## src/rtl/core/rhss_pkg.sv

```systemverilog
// ----------------------------------------------------------------------------
// rhss_pkg
// Shared types and constants for the rolling-hash substring search block.
// ----------------------------------------------------------------------------
package rhss_pkg;

    localparam int BYTE_W     = 8;
    localparam int LEN_W      = 7;
    localparam int PIDX_W     = 6;
    localparam int HASH_W     = 64;
    localparam int HASH_SHIFT = 7;
    localparam int SHIFT_W    = 6;

    // Longest window whose oldest byte still lands inside the hash word.
    localparam int REM_LEN_MAX = (HASH_W - 1) / HASH_SHIFT + 1;

    // Request kinds carried on the input beat.
    localparam logic REQ_PATTERN = 1'b0;
    localparam logic REQ_TEXT    = 1'b1;

    typedef enum logic [2:0] {
        ST_IDLE,
        ST_REMOVE,
        ST_ROLL,
        ST_CHECK,
        ST_VREAD,
        ST_VCMP,
        ST_EMIT
    } state_t;

    typedef struct packed {
        logic pat_load;
        logic pat_restart;
        logic win_clear;
        logic win_remove;
        logic win_roll;
    } hash_cmd_t;

endpackage

```

## src/rtl/core/rhss_ram.sv

```systemverilog
// ----------------------------------------------------------------------------
// rhss_ram
// Generic single-write, single-read synchronous RAM with registered read data.
// ----------------------------------------------------------------------------
module rhss_ram
#(
    parameter int WIDTH = 8,
    parameter int DEPTH = 64,
    localparam int AW   = (DEPTH > 1) ? $clog2(DEPTH) : 1
)
(
    input  logic             clk,
    input  logic             wr_en,
    input  logic [AW-1:0]    wr_addr,
    input  logic [WIDTH-1:0] wr_data,
    input  logic             rd_en,
    input  logic [AW-1:0]    rd_addr,
    output logic [WIDTH-1:0] rd_data
);

    logic [WIDTH-1:0] mem_reg [DEPTH];
    logic [WIDTH-1:0] rd_data_reg;

    always_ff @(posedge clk)
    begin
        if (wr_en)
        begin
            mem_reg[wr_addr] <= wr_data;
        end
        if (rd_en)
        begin
            rd_data_reg <= mem_reg[rd_addr];
        end
    end

    assign rd_data = rd_data_reg;

endmodule

```

## src/rtl/core/rhss_hash.sv

```systemverilog
// ----------------------------------------------------------------------------
// rhss_hash
// Pattern hash and rolling window hash, base 128 modulo 2^64.
// ----------------------------------------------------------------------------
module rhss_hash
(
    input  logic                        clk,
    input  logic                        rst_n,
    input  rhss_pkg::hash_cmd_t         cmd,
    input  logic [rhss_pkg::BYTE_W-1:0] byte_value,
    input  logic [rhss_pkg::BYTE_W-1:0] old_byte,
    input  logic [rhss_pkg::SHIFT_W-1:0] rem_shift,
    output logic                        hash_eq
);

    import rhss_pkg::*;

    logic [HASH_W-1:0] pat_hash_reg, pat_hash_next;
    logic [HASH_W-1:0] win_hash_reg, win_hash_next;

    always_comb
    begin
        pat_hash_next = pat_hash_reg;
        if (cmd.pat_load)
        begin
            if (cmd.pat_restart)
            begin
                pat_hash_next = HASH_W'(byte_value);
            end
            else
            begin
                pat_hash_next = (pat_hash_reg << HASH_SHIFT) + HASH_W'(byte_value);
            end
        end
    end

    // Removing the oldest byte and shifting in the new one happen on separate
    // cycles so that only one 64-bit add sits between registers.
    always_comb
    begin
        win_hash_next = win_hash_reg;
        if (cmd.win_clear)
        begin
            win_hash_next = '0;
        end
        else if (cmd.win_remove)
        begin
            win_hash_next = win_hash_reg - (HASH_W'(old_byte) << rem_shift);
        end
        else if (cmd.win_roll)
        begin
            win_hash_next = (win_hash_reg << HASH_SHIFT) + HASH_W'(byte_value);
        end
    end

    always_ff @(posedge clk or negedge rst_n)
    begin
        if (!rst_n)
        begin
            pat_hash_reg <= '0;
            win_hash_reg <= '0;
        end
        else
        begin
            pat_hash_reg <= pat_hash_next;
            win_hash_reg <= win_hash_next;
        end
    end

    assign hash_eq = (win_hash_reg == pat_hash_reg);

endmodule

```

## src/rtl/core/rhss_ctrl.sv

```systemverilog
// ----------------------------------------------------------------------------
// rhss_ctrl
// Sequencer: window pointer and fill, hash commands, byte verification,
// and the result register.
// ----------------------------------------------------------------------------
module rhss_ctrl
#(
    parameter int PAT_MAX = 64,
    localparam int PW     = (PAT_MAX > 1) ? $clog2(PAT_MAX) : 1
)
(
    input  logic                         clk,
    input  logic                         rst_n,
    input  logic [rhss_pkg::LEN_W-1:0]   pattern_len,
    input  logic                         in_valid,
    output logic                         in_ready,
    input  logic                         in_req_type,
    input  logic [rhss_pkg::BYTE_W-1:0]  in_byte,
    input  logic [rhss_pkg::PIDX_W-1:0]  in_pattern_index,
    input  logic                         in_text_first,
    input  logic                         in_text_last,
    output logic                         out_valid,
    input  logic                         out_ready,
    output logic                         out_match_here,
    output logic                         out_found,
    output logic                         out_done_res,
    output rhss_pkg::hash_cmd_t          hash_cmd,
    output logic [rhss_pkg::BYTE_W-1:0]  hash_byte,
    output logic [rhss_pkg::SHIFT_W-1:0] rem_shift,
    input  logic                         hash_eq,
    output logic                         pat_wr_en,
    output logic [PW-1:0]                pat_wr_addr,
    output logic [rhss_pkg::BYTE_W-1:0]  pat_wr_data,
    output logic                         pat_rd_en,
    output logic [PW-1:0]                pat_rd_addr,
    input  logic [rhss_pkg::BYTE_W-1:0]  pat_rd_data,
    output logic                         win_wr_en,
    output logic [PW-1:0]                win_wr_addr,
    output logic [rhss_pkg::BYTE_W-1:0]  win_wr_data,
    output logic                         win_rd_en,
    output logic [PW-1:0]                win_rd_addr,
    input  logic [rhss_pkg::BYTE_W-1:0]  win_rd_data
);

    import rhss_pkg::*;

    localparam int FW = $clog2(PAT_MAX + 1);
    localparam int CW = (FW > LEN_W) ? FW : LEN_W;
    localparam int SW = PW + 2;

    state_t              state_reg, state_next;
    logic [PW-1:0]       ptr_reg, ptr_next;
    logic [FW-1:0]       fill_reg, fill_next;
    logic                found_reg, found_next;
    logic [BYTE_W-1:0]   byte_reg, byte_next;
    logic                last_reg, last_next;
    logic                rem_reg, rem_next;
    logic                match_reg, match_next;
    logic [PW-1:0]       vidx_reg, vidx_next;
    logic [PW-1:0]       vpos_reg, vpos_next;
    logic                out_valid_reg, out_valid_next;
    logic                out_match_reg, out_match_next;
    logic                out_found_reg, out_found_next;
    logic                out_last_reg, out_last_next;

    logic [LEN_W-1:0]    len_eff;
    logic [PW-1:0]       ptr_eff;
    logic [FW-1:0]       fill_eff;
    logic [9:0]          shift_full;

    // Position of the byte that lies len places behind pointer p.
    function automatic logic [PW-1:0] back_pos(input logic [PW-1:0] p,
                                               input logic [LEN_W-1:0] l);
        logic [SW-1:0] sum;
        sum = SW'(p) + SW'(PAT_MAX) - SW'(l);
        if (sum >= SW'(PAT_MAX))
        begin
            sum = sum - SW'(PAT_MAX);
        end
        return PW'(sum);
    endfunction

    always_comb
    begin
        if (10'(pattern_len) > 10'(PAT_MAX))
        begin
            len_eff = LEN_W'(PAT_MAX);
        end
        else
        begin
            len_eff = pattern_len;
        end
    end

    assign ptr_eff    = in_text_first ? '0 : ptr_reg;
    assign fill_eff   = in_text_first ? '0 : fill_reg;
    assign shift_full = (10'(len_eff) - 10'd1) * 10'(HASH_SHIFT);
    assign rem_shift  = shift_full[SHIFT_W-1:0];

    always_comb
    begin
        state_next     = state_reg;
        ptr_next       = ptr_reg;
        fill_next      = fill_reg;
        found_next     = found_reg;
        byte_next      = byte_reg;
        last_next      = last_reg;
        rem_next       = rem_reg;
        match_next     = match_reg;
        vidx_next      = vidx_reg;
        vpos_next      = vpos_reg;
        out_valid_next = out_valid_reg & ~out_ready;
        out_match_next = out_match_reg;
        out_found_next = out_found_reg;
        out_last_next  = out_last_reg;

        in_ready    = 1'b0;
        hash_cmd    = '0;
        hash_byte   = byte_reg;
        pat_wr_en   = 1'b0;
        pat_wr_addr = PW'(in_pattern_index);
        pat_wr_data = in_byte;
        pat_rd_en   = 1'b0;
        pat_rd_addr = vidx_reg;
        win_wr_en   = 1'b0;
        win_wr_addr = ptr_reg;
        win_wr_data = byte_reg;
        win_rd_en   = 1'b0;
        win_rd_addr = vpos_reg;

        unique case (state_reg)
            ST_IDLE:
            begin
                in_ready = 1'b1;
                if (in_valid)
                begin
                    if (in_req_type == REQ_PATTERN)
                    begin
                        if (10'(in_pattern_index) < 10'(PAT_MAX))
                        begin
                            pat_wr_en            = 1'b1;
                            hash_cmd.pat_load    = 1'b1;
                            hash_cmd.pat_restart = (in_pattern_index == '0);
                            hash_byte            = in_byte;
                        end
                    end
                    else
                    begin
                        byte_next = in_byte;
                        last_next = in_text_last;
                        if (in_text_first)
                        begin
                            ptr_next           = '0;
                            fill_next          = '0;
                            found_next         = 1'b0;
                            hash_cmd.win_clear = 1'b1;
                        end
                        rem_next = (len_eff != '0)
                                && (CW'(fill_eff) >= CW'(len_eff))
                                && (CW'(len_eff) <= CW'(REM_LEN_MAX));
                        // Fetch the byte that drops out of the window.
                        win_rd_en   = 1'b1;
                        win_rd_addr = back_pos(ptr_eff, len_eff);
                        state_next  = ST_REMOVE;
                    end
                end
            end
            ST_REMOVE:
            begin
                hash_cmd.win_remove = rem_reg;
                state_next          = ST_ROLL;
            end
            ST_ROLL:
            begin
                if (len_eff != '0)
                begin
                    hash_cmd.win_roll = 1'b1;
                end
                else
                begin
                    found_next = 1'b1;
                end
                win_wr_en = 1'b1;
                if (ptr_reg == PW'(PAT_MAX - 1))
                begin
                    ptr_next = '0;
                end
                else
                begin
                    ptr_next = ptr_reg + 1'b1;
                end
                if (fill_reg < FW'(PAT_MAX))
                begin
                    fill_next = fill_reg + 1'b1;
                end
                state_next = ST_CHECK;
            end
            ST_CHECK:
            begin
                if ((len_eff != '0) && (CW'(fill_reg) >= CW'(len_eff)) && hash_eq)
                begin
                    vidx_next  = '0;
                    vpos_next  = back_pos(ptr_reg, len_eff);
                    state_next = ST_VREAD;
                end
                else
                begin
                    match_next = 1'b0;
                    state_next = ST_EMIT;
                end
            end
            ST_VREAD:
            begin
                pat_rd_en  = 1'b1;
                win_rd_en  = 1'b1;
                state_next = ST_VCMP;
            end
            ST_VCMP:
            begin
                if (pat_rd_data != win_rd_data)
                begin
                    match_next = 1'b0;
                    state_next = ST_EMIT;
                end
                else if (CW'(vidx_reg) == CW'(len_eff) - CW'(1))
                begin
                    match_next = 1'b1;
                    found_next = 1'b1;
                    state_next = ST_EMIT;
                end
                else
                begin
                    vidx_next = vidx_reg + 1'b1;
                    if (vpos_reg == PW'(PAT_MAX - 1))
                    begin
                        vpos_next = '0;
                    end
                    else
                    begin
                        vpos_next = vpos_reg + 1'b1;
                    end
                    state_next = ST_VREAD;
                end
            end
            ST_EMIT:
            begin
                if (!out_valid_reg || out_ready)
                begin
                    out_valid_next = 1'b1;
                    out_match_next = match_reg;
                    out_found_next = found_reg;
                    out_last_next  = last_reg;
                    state_next     = ST_IDLE;
                end
            end
            default:
            begin
                state_next = ST_IDLE;
            end
        endcase
    end

    always_ff @(posedge clk or negedge rst_n)
    begin
        if (!rst_n)
        begin
            state_reg     <= ST_IDLE;
            ptr_reg       <= '0;
            fill_reg      <= '0;
            found_reg     <= 1'b0;
            out_valid_reg <= 1'b0;
        end
        else
        begin
            state_reg     <= state_next;
            ptr_reg       <= ptr_next;
            fill_reg      <= fill_next;
            found_reg     <= found_next;
            out_valid_reg <= out_valid_next;
        end
    end

    always_ff @(posedge clk)
    begin
        byte_reg      <= byte_next;
        last_reg      <= last_next;
        rem_reg       <= rem_next;
        match_reg     <= match_next;
        vidx_reg      <= vidx_next;
        vpos_reg      <= vpos_next;
        out_match_reg <= out_match_next;
        out_found_reg <= out_found_next;
        out_last_reg  <= out_last_next;
    end

    assign out_valid      = out_valid_reg;
    assign out_match_here = out_match_reg;
    assign out_found      = out_found_reg;
    assign out_done_res   = out_last_reg;

    a_match_sets_found: assert property (@(posedge clk) disable iff (!rst_n)
        out_valid_reg |-> (!out_match_reg || out_found_reg))
        else $error("match reported without found");

    a_fill_bound: assert property (@(posedge clk) disable iff (!rst_n)
        fill_reg <= FW'(PAT_MAX))
        else $error("window fill beyond window depth");

    a_text_sequence: assert property (@(posedge clk) disable iff (!rst_n)
        (state_reg == ST_IDLE && in_valid && in_req_type == REQ_TEXT)
        |=> (state_reg == ST_REMOVE) ##1 (state_reg == ST_ROLL))
        else $error("text beat did not pass through remove and roll");

    a_verify_index: assert property (@(posedge clk) disable iff (!rst_n)
        (state_reg == ST_VCMP) |-> (CW'(vidx_reg) < CW'(len_eff)))
        else $error("verify index past pattern length");

    a_hash_cmd_single: assert property (@(posedge clk) disable iff (!rst_n)
        $onehot0({hash_cmd.win_clear, hash_cmd.win_remove, hash_cmd.win_roll}))
        else $error("conflicting window hash commands");

endmodule

```

## src/rtl/core/rolling_hash_substring_search_top.sv

```systemverilog
// ----------------------------------------------------------------------------
// rolling_hash_substring_search_top
// Rabin-Karp substring search over a byte stream with on-chip pattern store.
// ----------------------------------------------------------------------------
// Usage: set pattern_len through cfg_wr_en/cfg_wr_data while the block is idle,
// then send pattern bytes (tuser = 0) at ascending indices from zero, then text
// bytes (tuser = 1) with text_first set on the first byte of a search and tlast
// on the final one. Pattern beats give no result; each text beat gives exactly
// one result beat holding match_here, the sticky found flag and, on tlast, the
// end-of-search mark.
// Timing: a pattern beat is taken in the idle state, which it does not leave.
// A text beat goes from acceptance through the remove, roll, check and emit
// states before the next acceptance, its result entering the output register
// as emit is left; this is set by the read of the departing window byte from
// the window RAM and the split of the hash update into a subtract step and a
// shift-add step. When the window hash equals the pattern hash, verification
// adds a RAM read and a compare of both stores per pattern byte. Reset
// clears the hashes, window pointer, fill count, found flag and pattern
// length; the two byte stores are not cleared. If the receiver stalls, the
// result waits in the output register; the next input beat is still taken and
// worked on, and its result waits until the register frees up.
// ----------------------------------------------------------------------------
module rolling_hash_substring_search_top
#(
    parameter int PAT_MAX = 64
)
(
    input  logic        clk,
    input  logic        rst_n,
    // Configuration: pattern_len.
    input  logic        cfg_wr_en,
    input  logic [6:0]  cfg_wr_data,
    // Input stream.
    input  logic        s_axis_tvalid,
    output logic        s_axis_tready,
    input  logic [15:0] s_axis_tdata,   // [7:0] byte_value, [13:8] pattern_index,
                                        // [14] text_first, [15] zero
    input  logic        s_axis_tuser,   // [0] req_type
    input  logic        s_axis_tlast,   // text_last
    // Result stream.
    output logic        m_axis_tvalid,
    input  logic        m_axis_tready,
    output logic [7:0]  m_axis_tdata,   // [0] match_here, [1] found, [7:2] zero
    output logic        m_axis_tlast    // done_res
);

    import rhss_pkg::*;

    localparam int PW = (PAT_MAX > 1) ? $clog2(PAT_MAX) : 1;

    // The one configuration register.
    logic [LEN_W-1:0] pattern_len_reg;

    hash_cmd_t         hash_cmd;
    logic [BYTE_W-1:0] hash_byte;
    logic [SHIFT_W-1:0] rem_shift;
    logic              hash_eq;

    logic              pat_wr_en, pat_rd_en, win_wr_en, win_rd_en;
    logic [PW-1:0]     pat_wr_addr, pat_rd_addr, win_wr_addr, win_rd_addr;
    logic [BYTE_W-1:0] pat_wr_data, pat_rd_data, win_wr_data, win_rd_data;

    logic              res_match, res_found;

    always_ff @(posedge clk or negedge rst_n)
    begin
        if (!rst_n)
        begin
            pattern_len_reg <= '0;
        end
        else if (cfg_wr_en)
        begin
            pattern_len_reg <= cfg_wr_data;
        end
    end

    // Sequencer: owns the window pointer, fill count, verify walk and the
    // output register.
    rhss_ctrl #(
        .PAT_MAX (PAT_MAX)
    ) u_ctrl (
        .clk              (clk),
        .rst_n            (rst_n),
        .pattern_len      (pattern_len_reg),
        .in_valid         (s_axis_tvalid),
        .in_ready         (s_axis_tready),
        .in_req_type      (s_axis_tuser),
        .in_byte          (s_axis_tdata[7:0]),
        .in_pattern_index (s_axis_tdata[13:8]),
        .in_text_first    (s_axis_tdata[14]),
        .in_text_last     (s_axis_tlast),
        .out_valid        (m_axis_tvalid),
        .out_ready        (m_axis_tready),
        .out_match_here   (res_match),
        .out_found        (res_found),
        .out_done_res     (m_axis_tlast),
        .hash_cmd         (hash_cmd),
        .hash_byte        (hash_byte),
        .rem_shift        (rem_shift),
        .hash_eq          (hash_eq),
        .pat_wr_en        (pat_wr_en),
        .pat_wr_addr      (pat_wr_addr),
        .pat_wr_data      (pat_wr_data),
        .pat_rd_en        (pat_rd_en),
        .pat_rd_addr      (pat_rd_addr),
        .pat_rd_data      (pat_rd_data),
        .win_wr_en        (win_wr_en),
        .win_wr_addr      (win_wr_addr),
        .win_wr_data      (win_wr_data),
        .win_rd_en        (win_rd_en),
        .win_rd_addr      (win_rd_addr),
        .win_rd_data      (win_rd_data)
    );

    // Both hashes live here; the departing byte comes straight from the
    // window RAM read port.
    rhss_hash u_hash (
        .clk        (clk),
        .rst_n      (rst_n),
        .cmd        (hash_cmd),
        .byte_value (hash_byte),
        .old_byte   (win_rd_data),
        .rem_shift  (rem_shift),
        .hash_eq    (hash_eq)
    );

    // Pattern bytes, indexed by pattern position.
    rhss_ram #(
        .WIDTH (BYTE_W),
        .DEPTH (PAT_MAX)
    ) u_pattern_ram (
        .clk     (clk),
        .wr_en   (pat_wr_en),
        .wr_addr (pat_wr_addr),
        .wr_data (pat_wr_data),
        .rd_en   (pat_rd_en),
        .rd_addr (pat_rd_addr),
        .rd_data (pat_rd_data)
    );

    // Circular window of the most recent text bytes. Only one text beat is in
    // flight, so its write always completes before the next beat reads.
    rhss_ram #(
        .WIDTH (BYTE_W),
        .DEPTH (PAT_MAX)
    ) u_window_ram (
        .clk     (clk),
        .wr_en   (win_wr_en),
        .wr_addr (win_wr_addr),
        .wr_data (win_wr_data),
        .rd_en   (win_rd_en),
        .rd_addr (win_rd_addr),
        .rd_data (win_rd_data)
    );

    assign m_axis_tdata = {6'b0, res_found, res_match};

endmodule

```

## config.mk

```make
export PLATFORM = sky130hd
export DESIGN_NAME = rolling_hash_substring_search_top
export DESIGN_NICKNAME = d
export VERILOG_FILES = /design/src/rtl/core/rhss_pkg.sv /design/src/rtl/core/rhss_ram.sv /design/src/rtl/core/rhss_hash.sv /design/src/rtl/core/rhss_ctrl.sv /design/src/rtl/core/rolling_hash_substring_search_top.sv
export SDC_FILE = /design/constraint.sdc
export NUM_CORES = 2
export LEC_CHECK = 0
export BUFFER_PORTS_ARGS = -buffer_cell sky130_fd_sc_hd__buf_2
export CAP_MARGIN = 20
export CORE_MARGIN = 1
export CORE_UTILIZATION = 45
export CTS_CLUSTER_DIAMETER = 200
export DETAILED_ROUTE_END_ITERATION = 8
export PLACE_DENSITY = 0.68
export SLEW_MARGIN = 30
export SYNTH_ARGS = -nofsm -noshare
export SYNTH_HDL_FRONTEND = slang
export SYNTH_SLANG_ARGS = --single-unit
export TNS_END_PERCENT = 20
```

## constraint.sdc

```tcl
create_clock -name clk -period 16.25 [get_ports clk]
set_input_delay 0.8125 -clock clk [delete_from_list [all_inputs] [get_ports clk]]
set_output_delay 0.8125 -clock clk [all_outputs]
set_load 0.05 [all_outputs]
```

==> flow_summary.toml <==
[yosys]
synth.yosys.seq_area_share_pct = 62.0
synth_edf_count = 1066
avgSynthCellArea_um2 = 12.2
ys.flop_type = "edfxtp_1"
async_flop_share_pct = 12.6
synth.area.top_cells = "edfxtp_1 55%, dfrtp_1 6.6%, nand2_1 5.6%, mux4_2 2.8%, ha_1 2.5%"
synth_area_mm2 = 0.0578
yosys_warnings = 0
synth-seq-cells = 1219
postSynthCellCount = 4730
post-synth-top-area-fraction_pct = 55.4
ys_types = 95
synth_top_area_cell = "edfxtp_1"

[clock_network]
cts_max_level = 3
clkTransAtPathRegs_ps = 70
cts_tree = "built"
root_buffer = "clkbuf_16"
clk_path_buf_depth = 3
ctsHoldBuffers = 0
cts_resized = 0
clock_sinks = 1219
post_cts_buffers = 0
cts_buffers = 120
worstSkewPairLatency_ps = 760

[drt]
wl_um = 151000
route.met3.wl_um = 11100
drt_iter0_markers = 4205
viasPerCell = 5.96
final_antenna_net_count = 0
topRoutingLayerUsed = "met5"
route.detailed.drc = 0
vias = 38309
met2WireLength_um = 72500
drt_first_pass_iters = 7
wl_per_cell_um = 23.5
wl_met1_um = 62900

[die]
fp.dieH_um = 360
die_width_um = 360
io_pins = 41
dieArea_mm2 = 0.130
core_region_area_mm2 = 0.128
floorplan.initialDensity_pct = 45.3
fp-row-count = 131

[setup_path]
crit_slowest_cell = "o41ai_4"
critPathKind = "register to register"
cp_max_fo = 18
end_kind = "register"
path_delay_family = "compound AO/OA/AOI/OAI gates"
slowest_delay_ps = 570
cp.arrival_ps = 8670
path_cells = "inv_2 -> nand2_1 -> ha_1 -> xor2_1 -> fa_1 -> inv_1 -> ha_1 -> a21o_1 -> a21oi_1 -> xnor3_2 -> xor2_4 -> nor4_1 -> ha_1 -> fa_1 -> and2b_1 -> o2111ai_1 -> a211oi_2 -> nor3_2 -> o41ai_4 -> a2111oi_1 -> o211a_1 -> o31a_1 -> xor2_1 -> o221ai_1"
r2r_cells = 24
crit_required_ps = 16790
crit_buf_inv = 2
cp.depth = 24
crit_path_frequent_cell = "ha_1"
cp-start-kind = "register"

[power]
switchingPower_uw = 4910
peakVddDrop_uv = 139
p_sw_share_pct = 41.2
combPwrFrac_pct = 42.8
powerDensity_mw_per_mm2 = 188
power.share.sequential_pct = 34.1
pwr-share-clk_pct = 23.1
p_leak_uw = 0.0218
p_int_uw = 7010

[sta]
skew_ps = 73.8
rsz0062_at_grt = "false"
worstMarginPinSlew_ps = 1050
fin_crit_sh_pct = 50.0
finalCriticalPeriod_ps = 8130
setup_viol = 0
hold_viol_final = 0
setup-tns-final_ps = 0
fmax_mhz = 123
final-max-slew-violation-count = 0
slew_headroom_pct = 28.1

[global_routing]
track_usage_pct = 22.7
antenna_found_initial = 13
grt_max_degree = 129
grt_pass1_vias = 36892
overflow = 0
grt_pass1_wl_um = 226000

[min_path]
hold_class = "input pin to asynchronous set/reset pin"

[cells_and_area]
nets = 4805
mostFrequentLayoutCell = "edfxtp_1"
drive_above_1_share_pct = 9.04
final_core_util_pct = 49.6
final_cell_mix = "1066 x edfxtp_1, 855 x nand2_1, 299 x nor2_1"
syn_to_final_growth_pct = 9.53

[placed_design]
port-buffer-count = 33
dpl.hpwl_um = 95400
gp_congestion = 0.966

[run]
cap_violations = 0

[run_status]
status = "completed"
## cells by family after synthesis
| family | after synthesis | synth area share (%) |
|---|---|---|
| AND/OR/NAND/NOR | 1697 | 13.1 |
| flip-flops | 1219 | 62.0 |
| AO/OA/AOI/OAI | 863 | 9.81 |
| buffers and inverters | 334 | 2.53 |
| XOR/XNOR | 265 | 4.11 |
| multiplexers | 231 | 5.71 |
| adder cells (fa/ha/maj) | 120 | 2.66 |
| other | 1 | 0.00649 |
## final timing paths
kind / start / to / slack (ps)
max in group asynchronous: rst_n / u_hash.win_hash_reg[27] / 14980
setup / recovery: pattern_len_reg[6] / u_hash.win_hash_reg[48] / 8120
hold / removal: rst_n / u_hash.pat_hash_reg[12] / 40
min in group clk: s_axis_tlast / u_ctrl.last_reg / 220
hold reg to reg: u_ctrl.last_reg / u_ctrl.out_done_res / 440
setup reg to reg: pattern_len_reg[6] / u_hash.win_hash_reg[48] / 8120
## cells in the mapped netlist, types with 9 or more instances
library cell  count
edfxtp_1       1066
buf_4            17
buf_2            65
xnor2_1         131
nand4_1          64
and3_1           97
mux4_2           73
nor2_1          304
xor2_1          131
o21ai_0         154
o22ai_1          57
o31ai_1          23
nor4_1           13
dfrtp_1         153
mux2i_1         116
a21o_1           51
clkbuf_1        169
nor2b_1          30
nand2b_1         22
ha_1            115
o211ai_1         10
nand3_1         215
and4_1            9
o21a_1           13
and2_1           12
inv_1            36
a211oi_1         45
a311oi_1         97
nand3b_1         10
nand2_1         855
nor3_1           20
a21oi_1         237
or3_1            13
mux2_2           38
buf_1            31
a31oi_1          49
o221ai_1         37
## routing by layer
layer	vias to the layer above	global-route usage, %
li1	17497	-
met1	19084	31.1
met2	1442	36.9
met3	276	3.68
met4	10	7.70
met5	-	0
## per-stage QoR
stage / hold WS, ps / cells / power, uW / cell area (um2) / worst slack [ps]
floorplan: 400 / 4735 / 7600 / 57800 / 9640
global placement: 422 / 6192 / 9040 / 59200 / 8410
detailed placement: 408 / 6193 / 9090 / 59300 / 8310
CTS: 11.4 / 6417 / 11800 / 63200 / 8210
global route: 52.0 / 6424 / 12500 / 63300 / 7800
finish: 43.6 / 6425 / 11900 / 63300 / 8120
## power by group through the flow
stage	Combinational (uW)	Sequential, uW	Clock [uW]
3_5_place_dp	4980	4120	0
6_report	5110	4070	2750
2_1_floorplan	3670	3930	0
5_1_grt	5520	4080	2900
3_3_place_gp	4930	4110	0
4_1_cts	5010	4050	2770
## final cells by class
class / count / area, um2
Fill cell: 10889 / 64300
Sequential cell: 1219 / 35800
Multi-Input combinational cell: 3182 / 20600
Clock buffer: 167 / 3280
Tap cell: 1662 / 2080
Timing Repair Buffer: 90 / 676
Clock inverter: 57 / 618
Inverter: 42 / 160
Antenna cell: 6 / 15.0
Power figures use the tool's default switching activity.
